`src/rwq_pkg.sv`:
```
// Shared types, codes and helpers of the retransmit window queue.
`timescale 1ns / 1ps

package rwq_pkg;

    // Field widths of the input and result words
    localparam int ACTION_W   = 2;
    localparam int SEQ_W      = 8;
    localparam int HANDLE_W   = 16;
    localparam int START_W    = 5;
    localparam int STATUS_W   = 2;
    localparam int RESUME_W   = 5;
    localparam int OCC_W      = 6;

    // Number of codes the start index field can carry
    localparam int START_CODES = 2 ** START_W;

    // Parameter defaults for the top level
    localparam int WINDOW_DEPTH_DEF = 32;
    localparam int HANDLE_BITS_DEF  = 16;

    // Wraparound threshold of the acknowledgement rule
    localparam logic [SEQ_W-1:0] ACK_DISTANCE = SEQ_W'(100);

    // Action codes
    localparam logic [ACTION_W-1:0] ACT_PUSH = 2'd0;
    localparam logic [ACTION_W-1:0] ACT_POP  = 2'd1;
    localparam logic [ACTION_W-1:0] ACT_ACK  = 2'd2;
    localparam logic [ACTION_W-1:0] ACT_FIND = 2'd3;

    // Status codes
    localparam logic [STATUS_W-1:0] ST_OK    = 2'd0;
    localparam logic [STATUS_W-1:0] ST_FULL  = 2'd1;
    localparam logic [STATUS_W-1:0] ST_EMPTY = 2'd2;

    typedef struct packed {
        logic [ACTION_W-1:0] action;
        logic [SEQ_W-1:0]    seq_number;
        logic [HANDLE_W-1:0] packet_handle;
        logic                start_from_head;
        logic [START_W-1:0]  start_index;
    } t_in_word;

    typedef struct packed {
        logic [STATUS_W-1:0] status;
        logic                found;
        logic [HANDLE_W-1:0] handle_out;
        logic [RESUME_W-1:0] resume_index;
        logic                ack_covers;
        logic                window_empty;
        logic [OCC_W-1:0]    occupancy;
    } t_out_word;

    // Wrap-aware test of whether ack number a covers head number h
    function automatic logic f_ack_covers(input logic [SEQ_W-1:0] a,
                                          input logic [SEQ_W-1:0] h);
        logic covers;
        if (a < h && (h - a) > ACK_DISTANCE) begin
            covers = 1'b1;
        end else if (h < a && (a - h) > ACK_DISTANCE) begin
            covers = 1'b0;
        end else begin
            covers = (a >= h);
        end
        return covers;
    endfunction

endpackage

```
`src/rwq_ram.sv`:
```
// Single-port-write, single-port-read slot memory with registered read data.
`timescale 1ns / 1ps

module rwq_ram import rwq_pkg::*; #(
    parameter int DEPTH = WINDOW_DEPTH_DEF,
    parameter int WIDTH = SEQ_W + HANDLE_BITS_DEF,
    localparam int AW   = $clog2(DEPTH)
) (
    input  logic             i_clk,
    input  logic             i_we,
    input  logic [AW-1:0]    i_waddr,
    input  logic [WIDTH-1:0] i_wdata,
    input  logic             i_re,
    input  logic [AW-1:0]    i_raddr,
    output logic [WIDTH-1:0] o_rdata
);

    logic [WIDTH-1:0] r_mem [DEPTH];
    logic [WIDTH-1:0] r_rdata;

    // Write one slot
    always_ff @(posedge i_clk) begin
        if (i_we) begin
            r_mem[i_waddr] <= i_wdata;
        end
    end

    // Read one slot, hold the data until the next read
    always_ff @(posedge i_clk) begin
        if (i_re) begin
            r_rdata <= r_mem[i_raddr];
        end
    end

    assign o_rdata = r_rdata;

endmodule

```
`src/rwq_ctrl.sv`:
```
// Window sequencer: pointers, valid bits and the reads and writes of the slot memory.
`timescale 1ns / 1ps

module rwq_ctrl import rwq_pkg::*; #(
    parameter int WINDOW_DEPTH = WINDOW_DEPTH_DEF,
    parameter int HANDLE_BITS  = HANDLE_BITS_DEF,
    localparam int IW = $clog2(WINDOW_DEPTH),
    localparam int CW = $clog2(WINDOW_DEPTH + 1),
    localparam int SB = (HANDLE_BITS < HANDLE_W) ? HANDLE_BITS : HANDLE_W,
    localparam int WW = SEQ_W + SB
) (
    input  logic          i_clk,
    input  logic          i_rst_n,
    input  logic          i_in_valid,
    output logic          o_in_stall,
    input  t_in_word      i_in_word,
    output logic          o_res_valid,
    output t_out_word     o_res_word,
    input  logic          i_res_take,
    output logic          o_ram_we,
    output logic [IW-1:0] o_ram_waddr,
    output logic [WW-1:0] o_ram_wdata,
    output logic          o_ram_re,
    output logic [IW-1:0] o_ram_raddr,
    input  logic [WW-1:0] i_ram_rdata
);

    typedef enum logic [1:0] {
        S_IDLE = 2'b01,
        S_EVAL = 2'b10
    } t_state;

    t_state                r_state, n_state;
    logic [IW-1:0]         r_head, r_tail, r_idx;
    logic [CW-1:0]         r_count, n_count;
    logic [WINDOW_DEPTH-1:0] r_valid;
    logic [ACTION_W-1:0]   r_act;
    logic [SEQ_W-1:0]      r_seq;
    logic [SB-1:0]         r_handle;
    logic                  r_first;

    logic                  in_accept;
    logic [IW-1:0]         start_idx, first_addr, next_idx;
    logic [IW-1:0]         mod_tab [START_CODES];
    logic [SEQ_W-1:0]      rd_seq;
    logic [SB-1:0]         rd_handle;
    logic                  slot_ok, match, head_wrap, find_done, done;
    logic                  is_full, no_entries, commit, find_step;
    logic                  push_ok, pop_ok;
    logic [IW+RESUME_W-1:0] resume_ext;
    logic [CW+OCC_W-1:0]   occ_ext;
    t_out_word             res;

    function automatic logic [IW-1:0] f_next(input logic [IW-1:0] i);
        return (i == IW'(WINDOW_DEPTH - 1)) ? '0 : i + 1'b1;
    endfunction

    // Fold the start index into the window range
    for (genvar g = 0; g < START_CODES; g++) begin : g_mod
        assign mod_tab[g] = IW'(g % WINDOW_DEPTH);
    end

    assign in_accept  = i_in_valid && (r_state == S_IDLE);
    assign o_in_stall = (r_state != S_IDLE);
    assign start_idx  = i_in_word.start_from_head ? r_head : mod_tab[i_in_word.start_index];
    assign first_addr = (i_in_word.action == ACT_FIND) ? start_idx : r_head;
    assign next_idx   = f_next(r_idx);

    // Evaluate the slot word last read from the memory
    assign rd_seq     = i_ram_rdata[WW-1 -: SEQ_W];
    assign rd_handle  = i_ram_rdata[SB-1:0];
    assign slot_ok    = r_valid[r_idx];
    assign match      = slot_ok && (rd_seq == r_seq);
    assign head_wrap  = !r_first && (r_idx == r_head);
    assign find_done  = !slot_ok || match || head_wrap;
    assign done       = (r_act != ACT_FIND) || find_done;
    assign is_full    = (r_count == CW'(WINDOW_DEPTH));
    assign no_entries = (r_count == '0);
    assign push_ok    = (r_act == ACT_PUSH) && !is_full;
    assign pop_ok     = (r_act == ACT_POP) && !no_entries;

    assign o_res_valid = (r_state == S_EVAL) && done;
    assign commit      = o_res_valid && i_res_take;
    assign find_step   = (r_state == S_EVAL) && (r_act == ACT_FIND) && !find_done;

    // Build the result word
    always_comb begin
        res        = '0;
        n_count    = r_count;
        resume_ext = (IW + RESUME_W)'(next_idx);
        unique case (r_act)
            ACT_PUSH: begin
                if (is_full) begin
                    res.status = ST_FULL;
                end else begin
                    n_count = r_count + 1'b1;
                end
            end
            ACT_POP: begin
                if (no_entries) begin
                    res.status = ST_EMPTY;
                end else begin
                    res.found      = 1'b1;
                    res.handle_out = HANDLE_W'(rd_handle);
                    n_count        = r_count - 1'b1;
                end
            end
            ACT_ACK: begin
                if (!no_entries) begin
                    res.found      = 1'b1;
                    res.handle_out = HANDLE_W'(rd_handle);
                    res.ack_covers = f_ack_covers(r_seq, rd_seq);
                end
            end
            ACT_FIND: begin
                if (match) begin
                    res.found        = 1'b1;
                    res.handle_out   = HANDLE_W'(rd_handle);
                    res.resume_index = resume_ext[RESUME_W-1:0];
                end
            end
            default: begin
                res = '0;
            end
        endcase
        occ_ext          = (CW + OCC_W)'(n_count);
        res.window_empty = (n_count == '0);
        res.occupancy    = occ_ext[OCC_W-1:0];
    end

    assign o_res_word = res;

    // Memory ports: write on a committed push that is not full, read on accept and on each find step
    assign o_ram_we    = commit && push_ok;
    assign o_ram_waddr = r_tail;
    assign o_ram_wdata = {r_seq, r_handle};
    assign o_ram_re    = in_accept || find_step;
    assign o_ram_raddr = in_accept ? first_addr : next_idx;

    // Advance the sequencer
    always_comb begin
        n_state = r_state;
        unique case (r_state)
            S_IDLE: begin
                if (in_accept) begin
                    n_state = S_EVAL;
                end
            end
            S_EVAL: begin
                if (commit) begin
                    n_state = S_IDLE;
                end
            end
            default: begin
                n_state = S_IDLE;
            end
        endcase
    end

    // Hold control state, update pointers, count and valid bits on commit
    always_ff @(posedge i_clk) begin
        if (!i_rst_n) begin
            r_state <= S_IDLE;
            r_head  <= '0;
            r_tail  <= '0;
            r_count <= '0;
            r_valid <= '0;
        end else begin
            r_state <= n_state;
            if (commit) begin
                r_count <= n_count;
                if (push_ok) begin
                    r_valid[r_tail] <= 1'b1;
                    r_tail          <= f_next(r_tail);
                end
                if (pop_ok) begin
                    r_valid[r_head] <= 1'b0;
                    r_head          <= f_next(r_head);
                end
            end
        end
    end

    // Capture the item and walk the find index
    always_ff @(posedge i_clk) begin
        if (in_accept) begin
            r_act    <= i_in_word.action;
            r_seq    <= i_in_word.seq_number;
            r_handle <= i_in_word.packet_handle[SB-1:0];
            r_idx    <= first_addr;
            r_first  <= 1'b1;
        end else if (find_step) begin
            r_idx   <= next_idx;
            r_first <= 1'b0;
        end
    end

    a_count_range: assert property (@(posedge i_clk) disable iff (!i_rst_n)
        r_count <= CW'(WINDOW_DEPTH))
        else $error("entry count beyond window depth");

    a_valid_count: assert property (@(posedge i_clk) disable iff (!i_rst_n)
        $countones(r_valid) == int'(r_count))
        else $error("valid bits disagree with entry count");

    a_ptr_meet: assert property (@(posedge i_clk) disable iff (!i_rst_n)
        (r_count == '0 || r_count == CW'(WINDOW_DEPTH)) |-> (r_head == r_tail))
        else $error("head and tail differ on empty or full window");

    a_head_held: assert property (@(posedge i_clk) disable iff (!i_rst_n)
        find_step |=> $stable(r_head) && $stable(r_count))
        else $error("window changed during a find walk");

endmodule

```
`src/retransmit_window_queue_core.sv`:
```
// Retransmit send window: top level with slot memory, sequencer and result register.
//
// Usage:
//   Input words (push, pop, ack check, find) arrive on i_in_valid / o_in_stall /
//   i_in_word; each produces exactly one result word on o_out_valid /
//   i_out_stall / o_out_word. A word moves when valid is high and stall low.
//   One word is worked on at a time: the sequencer reads the slot memory,
//   whose read data is registered, and evaluates the data in the next cycle.
//   Push, pop and ack check finish on that single read.
//   Find reads one slot per cycle from its start slot until it meets a match,
//   an empty slot or the head again; the single memory read port sets that rate.
//   The result register lets the next word be accepted while a result waits;
//   if the receiver stalls, the finished word is held in the sequencer and no
//   pointer or memory update takes effect until it can be handed over.
//   Synchronous active-low reset empties the window at once: pointers, count
//   and valid bits clear; slot memory contents are not cleared.
`timescale 1ns / 1ps

module retransmit_window_queue_core import rwq_pkg::*; #(
    parameter int WINDOW_DEPTH = WINDOW_DEPTH_DEF,
    parameter int HANDLE_BITS  = HANDLE_BITS_DEF
) (
    input  logic      i_clk,
    input  logic      i_rst_n,
    input  logic      i_in_valid,
    output logic      o_in_stall,
    input  t_in_word  i_in_word,
    output logic      o_out_valid,
    input  logic      i_out_stall,
    output t_out_word o_out_word
);

    localparam int IW = $clog2(WINDOW_DEPTH);
    localparam int SB = (HANDLE_BITS < HANDLE_W) ? HANDLE_BITS : HANDLE_W;
    localparam int WW = SEQ_W + SB;

    logic          res_valid, res_take;
    t_out_word     res_word;
    logic          ram_we, ram_re;
    logic [IW-1:0] ram_waddr, ram_raddr;
    logic [WW-1:0] ram_wdata, ram_rdata;
    logic          r_out_valid;
    t_out_word     r_out_word;

    rwq_ctrl #(
        .WINDOW_DEPTH (WINDOW_DEPTH),
        .HANDLE_BITS  (HANDLE_BITS)
    ) u_ctrl (
        .i_clk       (i_clk),
        .i_rst_n     (i_rst_n),
        .i_in_valid  (i_in_valid),
        .o_in_stall  (o_in_stall),
        .i_in_word   (i_in_word),
        .o_res_valid (res_valid),
        .o_res_word  (res_word),
        .i_res_take  (res_take),
        .o_ram_we    (ram_we),
        .o_ram_waddr (ram_waddr),
        .o_ram_wdata (ram_wdata),
        .o_ram_re    (ram_re),
        .o_ram_raddr (ram_raddr),
        .i_ram_rdata (ram_rdata)
    );

    rwq_ram #(
        .DEPTH (WINDOW_DEPTH),
        .WIDTH (WW)
    ) u_ram (
        .i_clk   (i_clk),
        .i_we    (ram_we),
        .i_waddr (ram_waddr),
        .i_wdata (ram_wdata),
        .i_re    (ram_re),
        .i_raddr (ram_raddr),
        .o_rdata (ram_rdata)
    );

    // Take a new result when the register is empty or being drained
    assign res_take = !r_out_valid || !i_out_stall;

    always_ff @(posedge i_clk) begin
        if (!i_rst_n) begin
            r_out_valid <= 1'b0;
        end else if (res_valid && res_take) begin
            r_out_valid <= 1'b1;
        end else if (!i_out_stall) begin
            r_out_valid <= 1'b0;
        end
    end

    // Load the result word
    always_ff @(posedge i_clk) begin
        if (res_valid && res_take) begin
            r_out_word <= res_word;
        end
    end

    assign o_out_valid = r_out_valid;
    assign o_out_word  = r_out_word;

endmodule

```
`config.mk`:
```
export PLATFORM = sky130hd
export DESIGN_NAME = retransmit_window_queue_core
export DESIGN_NICKNAME = d
export VERILOG_FILES = /design/src/rwq_pkg.sv /design/src/rwq_ram.sv /design/src/rwq_ctrl.sv /design/src/retransmit_window_queue_core.sv
export SDC_FILE = /design/constraint.sdc
export NUM_CORES = 1
export LEC_CHECK = 0
export BUFFER_PORTS_ARGS = -buffer_cell sky130_fd_sc_hd__clkbuf_2
export CORE_MARGIN = 2
export CORE_UTILIZATION = 32
export CTS_CLUSTER_DIAMETER = 120
export DETAILED_ROUTE_END_ITERATION = 7
export GPL_TIMING_DRIVEN = 0
export PLACE_DENSITY = 0.45
export SETUP_SLACK_MARGIN = 0.02
export SYNTH_ARGS = -nofsm -noshare
export SYNTH_HDL_FRONTEND = slang
export SYNTH_HIERARCHICAL = 1
export SYNTH_SLANG_ARGS = --single-unit
```
`constraint.sdc`:
```
create_clock -name i_clk -period 8.4 [get_ports i_clk]
set_clock_uncertainty 0.2 [all_clocks]
set_input_delay 2.1 -clock i_clk [delete_from_list [all_inputs] [get_ports i_clk]]
set_output_delay 2.1 -clock i_clk [all_outputs]
set_load 0.05 [all_outputs]
```
Word level (Yosys, flattened, before mapping)
Memory sizes are Yosys's and may differ from the RTL's. A register that Yosys moved wholly into a read port is not among the register bits.
Cells that the tools add are included.

operators by class
  add/subtract/negate cells = 7
  multipliers = 0
  div/mod/pow operators = 0
  magnitude comparators = 11
  equal/unequal tests = 17
  shift operators = 0
  muxes and demuxes = 38
  bitwise gates (word level) = 5
  reductions and logical operators = 36

operators by type and width
  cell                                                                                  number
  32-bit two-way mux                                                                    4
  5-bit two-way mux                                                                     10
  17-bit case mux with 2 select lines                                                   1
  32-bit AND                                                                            1
  32-bit NOT                                                                            1
  32-bit OR                                                                             1
  22-bit two-way mux                                                                    1
  5-bit by 6-bit < comparator with 1-bit output (second input constant)                 3
  17-bit two-way mux                                                                    1
  8-bit by 7-bit > comparator with 1-bit output (second input constant)                 2
  8-bit < comparator                                                                    2
  8-bit subtractor                                                                      2
  5-bit by 1-bit adder with 5-bit output (second input constant)                        3
  5-bit equality test (second input constant)                                           3
  1-bit logical AND                                                                     14
  6-bit logical NOT                                                                     2
  6-bit two-way mux                                                                     2
  6-bit case mux with 2 select lines                                                    1
  1-bit demux with 5-bit select                                                         2
  5-bit by 1-bit greater-or-equal comparator with 1-bit output (second input constant)  2
  1-bit two-way mux                                                                     10
  2-bit equality test (second input constant)                                           4
  8-bit equality test                                                                   1
  8-bit greater-or-equal comparator                                                     1
  other kinds (19)                                                                      40

word-level totals
  register bits = 115
  bits in latches = 0
  bits in writable memories = 768
  memory bits (read-only) = 160
  input port bits = 36
  output and inout bits = 34
  logic and storage cells = 134
  memories kept = 2

memory list
  name             depth  width  rd ports  clocked after memory_dff  write ports  RTL line        RTL
  u_ram.r_mem      32     24     1         1                         1            rwq_ram.sv:18   logic [WIDTH-1:0] r_mem [DEPTH];
  (no name shown)  32     5      1         0                         0            rwq_ctrl.sv:65  assign start_idx = i_in_word.start_from_head ? r_head : mod_tab[i_in_word.start_index];

Longest topological paths before layout
Gate-level depths: netlist (run 1).

  depth after elaboration = 12
  depth in mapped cells = 14
  gate-level depth less buffers = 10

Cells and area by module
Netlist (run 1), hierarchy kept.

by module, submodules not included
  module                        times used  cells each  area an instance (um^2)  sequential area each (um^2)
  rwq_ram                       1           1711        30723.2                  23782.8
  rwq_ctrl                      1           533         5017.3                   1951.9
  retransmit_window_queue_core  1           37          1002.2                   980.9

Least setup slack after synthesis (run 1)
OpenSTA, ideal clock, no wires.

  path kind = input-to-reg
  from = input i_out_stall
  to = memory u_ram/r_mem[12][0] (netlist name) (enable)
  library setup time = 405 ps
  arrival = 4520 ps
  slack = 3275 ps
  cell stages on the path = 8
  cells stage by stage = nand2_1 nand2_1 a31oi_4 nand2_2 inv_1 or3b_2 clkbuf_1 nor2_1

between the ends
  word-level cells in the longest chain between the ends = 6

ends and longest elaborated chain
  what                                     RTL line                            RTL
  start, declared                          retransmit_window_queue_core.sv:29  input logic i_out_stall,
  1-bit logical NOT                        --
  1-bit logical OR                         retransmit_window_queue_core.sv:79  assign res_take = !r_out_valid || !i_out_stall;
  1-bit logical AND                        rwq_ctrl.sv:83                      assign commit = o_res_valid && i_res_take;
  1-bit logical AND                        rwq_ctrl.sv:134                     assign o_ram_we = commit && push_ok;
  net ram_we                               retransmit_window_queue_core.sv:39  logic ram_we, ram_re;
  1-bit two-way mux                        rwq_ram.sv:23                       if (i_we) begin
  1-bit two-way mux (not written as such)  rwq_ram.sv:24                       r_mem[i_waddr] <= i_wdata;
  end, declared                            rwq_ram.sv:18

The timed path passes the listed nets, and every way through them passes these cells.

Worst setup path after layout (run 1)
  from = input i_in_valid
  to = register u_ram.r_rdata[8] (netlist: u_ram/o_rdata[8]) (read register of u_ram.r_mem) (data pin)

between the ends
  word-level cells in the longest chain between the ends = 2
  elaborated cells between the ends (all ways) = 3
  classes of those cells = mux: 1; reduce/logical: 2

ends and longest elaborated chain
  what                  RTL line                            RTL
  start, declared       retransmit_window_queue_core.sv:25  input logic i_in_valid,
  1-bit logical AND     rwq_ctrl.sv:63                      assign in_accept = i_in_valid && (r_state == S_IDLE);
  net u_ctrl.in_accept  rwq_ctrl.sv:42                      logic in_accept;
  5-bit two-way mux     rwq_ctrl.sv:138                     assign o_ram_raddr = in_accept ? first_addr : next_idx;
  net ram_raddr[2]      retransmit_window_queue_core.sv:40  logic [IW-1:0] ram_waddr, ram_raddr;
  end, declared         rwq_ram.sv:19                       logic [WIDTH-1:0] r_rdata;

The timed path passes the listed nets, and every way through them passes these cells.
A chain may end at the register's enable or synchronous reset.

==> out/summary.txt, run 1 <==
Die area = 118000 um^2
Starting Density = 32.2%
Final Hold Fails = 0
Hold Buf Count CTS = 0
Post-Syn Nets = 2352
Int Power = 7800 uW
CTS tree = built
Core area = 114000 um^2
Number of iterations in the first detailed-routing pass = 5
Clk pwr share = 39.2%
Slew HR = 7.84%
Ys Warns = 6
Synthesized cell area = 36700 um^2
# DRC = 0
Drt via density = 5.08
Final setup fails = 0
Post-cts resize count = 0
Drt first-iter violations = 1451
First-pass GRT wire length = 148000 um
Critical path class = in -> reg
Outcome = finished clean
GRT overflow = 0
Initial antenna violation count = 1
Leakage = 0.0145 uW
Final non-filler cell total = 4075
Post-CTS setup buffer count = 0
Async SR Flop Fraction = 0%
Max clock buf depth = 3
Via Count = 20700
Pre-CTS setup slack = 1.23 ns
WL/cell = 25.4 um
Hold crit path type = reg -> reg
Peak VDD IR = 0.136 mV
Clk sinks = 907
CP arrival = 6.50 ns
Worst Tran Pin Value = 1.38 ns
Slowest cell delay on critical path = 0.70 ns
Clock-pin slew on the worst setup and hold paths = 0.06 ns
GRT Total Usage = 17.5%
Placed cell count = 3884
WL final = 104000 um
Seq/Total Area, Yosys = 72.7%
Setup tns final = 0 ns
Placer Congestion = 0.809
CTS root buffer = clkbuf_16
Switching part of the total = 25.2%
Final Max Slew Viols = 0
Max_cap viols = 0
Post-layout util = 37.8%
Fin worst setup slack = 1.98 ns
Post-synth EDFFs = 855
Largest net degree at the start of global routing = 35
Layout cells sized above 1 = 15.4%
Worst EP required = 8.47 ns
Rows = 124
DP HPWL = 68400 um
TritonCTS buffer count = 100
Hold Slack = 0.262 ns
Most instantiated library cell after synthesis = edfxtp_1
Crit-path cells = clkbuf_2 > inv_1 > or2_2 > clkbuf_1 > inv_2 > or3_1 > o21ai_0 > nor2_1 > clkbuf_1 > a22o_1 > nor3_1 > a31oi_1 > nand3_1
Post-route clock period utilization = 76.5%
Top cells by area, synth = edfxtp_1, mux2i_1, dfxtp_1
Synth Register Bits = 907
Largest area contributor in the netlist = edfxtp_1
Area grow syn2layout = 17.2%
Worst path slowest cell = inv_2
Routed Antenna Nets = 0
Vias in the first global route = 20800
Worst-Skew Late Latency = 0.67 ns
RSZ-0062 raised after global routing = no
Synth top area share = 69.9%
Startpoint Class = input pin
P_sw = 2630 uW
Sequential Power Share = 48.9%
DIE WIDTH = 343 um
Most common library cells after synthesis = edfxtp_1, mux2i_1, nand2_1
Synth Flop Type = edfxtp_1
Nets = 2555
Period minus WS final = 6.42 ns
Port-buffer cells = 69
I/O pins = 70
CTS H-Tree Depth = 3
Max FO, Critical Path = 30
Crit. End Element = flop
Die Y = 343 um
Cell Pwr Density = 242 nW/um^2
Critical Path Most Common Cell = clkbuf_1
Peak Freq = 0.156 GHz
Number of distinct library cells after synthesis = 63
Comb pwr share = 12.0%
Synthesized area per cell = 16.1 um^2
Mapped Cells = 2281
## layer usage
layer	wire, um	GRT usage (%)	up-vias
li1	-	-	9315
met1	47200	24.2	10700
met2	49700	29.0	547
met3	4410	2.19	133
met4	2220	4.49	0
met5	0	0	-
## placed cells by master (no fill, tap or decap), types with 52 or more instances in the layout
cell         n
a21oi_1    100
a22oi_1     72
clkbuf_1    76
clkbuf_16  101
clkbuf_2    69
dfxtp_1     52
edfxtp_1   855
mux2i_1    394
nand2_1    110
nand3_1     90
nor2_1      52
## state kept, by name (all words and copies together) (netlist names), 5 cells and up
name and cells:
o_out_word 32, u_ctrl/o_ram_waddr 5, u_ctrl/r_count 6, u_ctrl/r_handle 16, u_ctrl/r_head 5, u_ctrl/r_idx 5, u_ctrl/r_seq 8, u_ctrl/r_valid 32
u_ram/o_rdata 24, u_ram/r_mem 768
## critical path, delay by kind of cell
| family | cells | cell delay, ns |
|---|---|---|
| buffers and inverters | 5 | 1.59 |
| AO/OA/AOI/OAI | 3 | 1.10 |
| AND/OR/NAND/NOR | 5 | 1.67 |
## stage by stage
stage | area [um^2] | total power [uW]
3_3_place_gp | 39000 | 6430
2_1_floorplan | 36700 | 5890
5_1_grt | 43100 | 10800
3_5_place_dp | 39800 | 6440
4_1_cts | 42800 | 10600
6_report | 43100 | 10400
## final timing paths
| path | slack (ns) | depth (start not counted) | endpoint | from |
|---|---|---|---|---|
| setup / recovery | 1.98 | 13 | u_ram/o_rdata[8] | i_in_valid |
| hold / removal | 0.26 | 1 | u_ctrl/r_first | u_ctrl/r_first |
| setup reg to reg | 2.15 | 11 | u_ram/r_mem[13][17] | u_ctrl/r_seq[6] |
| hold reg to reg | 0.26 | 1 | u_ctrl/r_first | u_ctrl/r_first |
## power by group through the flow
| stage | Clock (uW) | Combinational [uW] | Sequential, uW |
|---|---|---|---|
| 2_1_floorplan | 0 | 729 | 5160 |
| 5_1_grt | 4390 | 1320 | 5110 |
| 4_1_cts | 4210 | 1220 | 5130 |
| 3_3_place_gp | 0 | 1210 | 5210 |
| 3_5_place_dp | 0 | 1220 | 5220 |
| 6_report | 4090 | 1250 | 5100 |
## cell type report
class	instances	area, um^2
Buffer	128	741
Timing Repair Buffer	101	1140
Tap cell	1512	1890
Inverter	37	139
Fill cell	10500	71000
Clock buffer	122	2610
Clock inverter	58	422
Antenna cell	1	2.50
Sequential cell	907	26700
Multi-Input combinational cell	1209	9400
## cells by family (layout without fill, tap and decap cells)
family                   Yosys count  count (layout)  share of synthesized area (%)
AO/OA/AOI/OAI                    338             338                           6.50
XOR/XNOR                          14              14                          0.334
adder cells (fa/ha/maj)           35              35                           1.19
buffers and inverters            165             446                           2.39
flip-flops                       907             907                           72.7
multiplexers                     407             407                           11.4
other                              0               1                              0
AND/OR/NAND/NOR                  415             415                           5.46
(Power assumes the default switching activity.)
==> run 2, diff against run 1 <==
- ABC_AREA: not set -> 1
- clock period: 8.4 -> 6.47 ns (I/O delays scaled with it)
==> out/summary.txt, run 2 <==
Clk sinks = 907
Int Power = 10200 uW
Final setup fails = 0
Number of flip-flops in the largest register = 768
# DRC = 0
Clock-pin slew on the worst setup and hold paths = 0.06 ns
I/O pins = 70
Die Y = 352 um
Post-synth EDFFs = 855
Most frequent cells in the layout = nand2_1, edfxtp_1, nand3_1
Finished Cell Area = 45600 um^2
Post-route clock period utilization = 88.0%
Largest area contributor in the netlist = edfxtp_1
Hold Slack = 0.257 ns
Startpoint Class = flop
Final non-filler cell total = 5419
WL final = 125000 um
Max FO, Critical Path = 24
Worst EP required = 6.57 ns
Number of distinct library cells after synthesis = 40
Peak Freq = 0.176 GHz
Max clock buf depth = 3
Area grow syn2layout = 17.9%
Outcome = finished clean
Hold Buf Count CTS = 0
Fill count = 11600
Worst-Skew Late Latency = 0.70 ns
Comb pwr share = 16.4%
Hold crit path type = reg -> reg
Fin worst setup slack = 0.773 ns
Drt first-iter violations = 2240
Post-Syn Nets = 3571
Worst Tran Pin Value = 1.06 ns
Diodes inserted = 0
Seq/Total Area, Yosys = 69.0%
CTS tree = built
Mapped Cells = 3500
Sequential Power Share = 45.9%
Final Hold Fails = 0
Starting Density = 32.3%
Pre-CTS setup slack = 0.594 ns
Post-CTS setup buffer count = 0
Top cells by area, synth = edfxtp_1, nand2_1, nand3_1
Most common cell after layout, fill and taps aside = nand2_1
Ys Warns = 6
P_sw = 4130 uW
Worst setup path startpoint = u_ctrl/r_seq[7]
FF/Latch Area = 26700 um^2
Synth Flop Type = edfxtp_1
Cell Pwr Density = 314 nW/um^2
DIE WIDTH = 352 um
Largest net degree at the start of global routing = 35
Number of iterations in the first detailed-routing pass = 5
Synthesized cell area = 38700 um^2
Switching part of the total = 28.8%
WL/cell = 23.0 um
CTS H-Tree Depth = 3
Port-buffer cells = 69
GRT Total Usage = 20.2%
Area of the multi-input gates = 10500 um^2
Core area = 120000 um^2
Most flops, register = u_ram/r_mem
Placer Congestion = 0.882
Final Max Slew Viols = 0
Synth Register Bits = 907
Largest family of logic cells by synthesized area = simple AND/OR/NAND/NOR gates
GRT overflow = 0
CP arrival = 5.80 ns
Post-cts resize count = 0
TritonCTS buffer count = 101
Leakage = 0.0168 uW
Initial antenna violation count = 1
Max_cap viols = 0
Crit. End Element = flop
Vias in the first global route = 25000
Xor-xnor portion of the synthesized cell area = 0.226%
Clk pwr share = 37.7%
Rows = 127
Nets = 3794
Layout cells sized above 1 = 12.3%
Drt via density = 4.91
Most instantiated library cell after synthesis = nand2_1
Synth top area share = 66.4%
Synth Area in Adders = 1.13%
Slew HR = 28.9%
Die area = 124000 um^2
Critical path class = reg -> reg
Mux share of post-synthesis cell area = 0%
Worst r2r src = u_ctrl/r_seq[7]
First-pass GRT wire length = 179000 um
DP HPWL = 86900 um
Compound-Gate Fraction of Synth Area = 2.88%
Placed cell count = 5228
RSZ-0062 raised after global routing = no
Placed cell areas = 42500 um^2
Peak VDD IR = 0.249 mV
Simple-gate share of the synthesized area = 22.4%
CTS root buffer = clkbuf_16
Routed Antenna Nets = 0
Most common library cells after synthesis = nand2_1, edfxtp_1, nand3_1
Via Count = 26600
Period minus WS final = 5.70 ns
Async SR Flop Fraction = 0%
Synthesized area per cell = 11.1 um^2
Hold Startpoint = u_ctrl/r_first
## run 2: cell types whose count changed after synthesis, moves of 72 or more
cell,previous run,this run
mux2i_1,394,0
a22oi_1,72,0
inv_1,37,109
buf_2,31,108
nand3_1,90,630
nand2_1,111,1259
## run 2: worst paths after layout
check                             to  slack [ns]  cells past startpoint
setup / recovery  u_ram/r_mem[19][9]        0.77                     14
hold / removal        u_ctrl/r_first        0.26                      2
setup reg to reg  u_ram/r_mem[19][9]        0.77                     14
hold reg to reg       u_ctrl/r_first        0.26                      2
## run 2: metal layers
metal | up-vias | global-route usage, % | share of wire (%)
met4 | 0 | 5.04 | 2.3
met3 | 139 | 3.04 | 5.6
met5 | - | 0 | 0
li1 | 12600 | - | -
met1 | 13100 | 29.4 | 47
met2 | 768 | 31.4 | 45
## run 2: kinds of logic after synthesis
kind of cell	Yosys count
fa+ha+maj	35
xor+xnor	10
buf+inv	313
simple gates	2051
flops	907
compound gates	184
## run 2: stage by stage
step | TNS (ns) | total power [uW] | utilization (%)
2_1_floorplan | 0 | 7970 | -
5_1_grt | 0 | 14900 | 38.0
6_report | 0 | 14300 | 38.0
4_1_cts | 0 | 14400 | 38.0
3_3_place_gp | -326.46 | 8950 | 34.2
3_5_place_dp | 0 | 9020 | 35.4
## run 2: area by class of cell
class | count | share of cell area, %
Tap cell | 1612 | 4.42
Buffer | 198 | 2.75
Multi-Input combinational cell | 2280 | 23.1
Clock buffer | 126 | 5.79
Sequential cell | 907 | 58.5
Inverter | 115 | 0.957
Clock inverter | 61 | 0.976
Timing Repair Buffer | 120 | 3.51
## run 2: worst max-delay path: stages (launching register included)
cell and delay (ns):
edfxtp_1 0.94, buf_8 0.25, inv_1 0.06, ha_1 0.40, nand2_1 0.12, nor2_2 0.14, nor3b_2 0.29, nor2_1 0.08
nand2_1 0.08, inv_2 0.06, nand2_4 0.08, nand4_1 0.38, inv_1 0.32, nand3_1 0.77, nor2_4 1.05
## run 2: power by group through the flow
| stage | registers, uW | logic, uW | clock network [uW] |
|---|---|---|---|
| floorplan | 6710 | 1270 | 0 |
| global placement | 6800 | 2150 | 0 |
| detailed placement | 6710 | 2310 | 0 |
| CTS | 6590 | 2320 | 5540 |
| global route | 6580 | 2530 | 5780 |
| finish | 6580 | 2350 | 5410 |
==> run 3, diff against run 2 <==
- CELL_PAD_IN_SITES_DETAIL_PLACEMENT: not set -> 0
- CELL_PAD_IN_SITES_GLOBAL_PLACEMENT: not set -> 2
- MAX_ROUTING_LAYER: not set -> met4
- PLACE_DENSITY: 0.45 -> 0.61
==> out/summary.txt, run 3 (same netlist as run 2, synthesis figures left out) <==
Number of iterations in the first detailed-routing pass = 7
Area of the multi-input gates = 10500 um^2
Outcome = finished clean
Worst-Skew Late Latency = 0.71 ns
Core area = 120000 um^2
Worst setup path startpoint = u_ctrl/r_seq[6]
Layout cells sized above 1 = 12.7%
Clock-pin slew on the worst setup and hold paths = 0.06 ns
Clk sinks = 907
# DRC = 0
Period minus WS final = 5.52 ns
Rows = 127
WL/cell = 24.9 um
Slew HR = 3.47%
Crit. End Element = flop
Via Count = 26400
Post-layout util = 38.2%
Largest net degree at the start of global routing = 33
Final Max Slew Viols = 0
First-pass GRT wire length = 190000 um
RSZ-0062 raised after global routing = no
Max FO, Critical Path = 24
Max clock buf depth = 3
Drt first-iter violations = 2125
Most common cell after layout, fill and taps aside = nand2_1
Nets = 3802
Port-buffer cells = 69
I/O pins = 70
Hold Buf Count CTS = 0
TritonCTS buffer count = 105
CTS H-Tree Depth = 3
Post-cts resize count = 0
Cell Pwr Density = 320 nW/um^2
Post-CTS setup buffer count = 0
Vias in the first global route = 25500
Placer Congestion = 0.832
WL final = 135000 um
Number of flip-flops in the largest register = 768
Drt via density = 4.86
Most flops, register = u_ram/r_mem
Leakage = 0.0169 uW
FF/Latch Area = 26700 um^2
Hold Startpoint = u_ctrl/r_first
Die Y = 352 um
Post-route clock period utilization = 85.2%
Worst Tran Pin Value = 1.45 ns
Die area = 124000 um^2
Peak Freq = 0.181 GHz
Hold crit path type = reg -> reg
Most frequent cells in the layout = nand2_1, edfxtp_1, nand3_1
M1 GR Usage = 31.1%
Met2 usage = 34.4%
Final Hold Fails = 0
Startpoint Class = flop
Area grow syn2layout = 18.5%
CP arrival = 5.62 ns
GRT Total Usage = 22.5%
Initial antenna violation count = 2
Peak VDD IR = 0.204 mV
Starting Density = 32.3%
DIE WIDTH = 352 um
Routed Antenna Nets = 0
Worst EP required = 6.57 ns
CTS tree = built
Max_cap viols = 0
Pwr Total = 14700 uW
Final setup fails = 0
Worst r2r src = u_ctrl/r_seq[6]
Critical path class = reg -> reg
DP HPWL = 93300 um
Met3 GRT Util = 3.16%
GRT overflow = 0
CTS root buffer = clkbuf_16
GRT busiest layer = met2
Fill count = 11800
[run 3: cell count changes in the layout (fill, tap and decap cells not counted), sizes merged]
cell,change
buf,+4
diode,+3
clkinv,-19
bufinv,+2
clkbuf,+16
inv,+2
[run 3: layout make-up]
type | instances | share of cell area, %
buffer | 198 | 2.73
clock buffer | 142 | 6.12
multi-input combinational | 2280 | 23.0
clock inverter | 46 | 0.900
sequential | 907 | 58.3
inverter | 115 | 0.952
tap | 1612 | 4.40
timing repair buffer | 124 | 3.64
antenna | 3 | 0.0164
[run 3: worst paths after layout]
kind	depth (start not counted)	slack, ns	end
worst max-delay path	13	0.95	u_ram/r_mem[9][7]
worst min-delay path	2	0.25	u_ctrl/r_first
worst max register to register	13	0.95	u_ram/r_mem[9][7]
worst min register to register	2	0.25	u_ctrl/r_first
[run 3: worst max-delay path: stages (launching register included)]
cell,delay (ns)
edfxtp_1,0.89
inv_1,0.11
ha_1,0.46
nand2_1,0.12
nor2_2,0.15
nor3b_2,0.35
nor2_1,0.16
nand2_1,0.11
inv_2,0.07
nand2_4,0.08
nand4_1,0.30
inv_1,0.24
nand3_1,0.72
nor2_4,1.10
[run 3: through the flow]
step           TNS [ns]  instance area, um^2  worst slack [ns]  hold WS, ns  std cells
5_1_grt               0                45900             0.670        0.296       5424
4_1_cts               0                45700             0.685        0.256       5419
3_3_place_gp    -574.23                41100             -1.19        0.236       5181
2_1_floorplan         0                38700              2.06        0.220       3500
6_report              0                45900             0.955        0.254       5427
3_5_place_dp     -0.321                42500           -0.0675        0.241       5231
[run 3: metal layers]
layer,part of all wire [%],vias up
met5,0,-
met1,47,13000
met3,4.9,170
li1,-,12600
met4,2.6,0
met2,46,632
[run 3: power breakdown]
group          internal, uW  switching, uW
combinational           637           1750
sequential             6510           79.0
clock                  3260           2410
total                 10400           4240
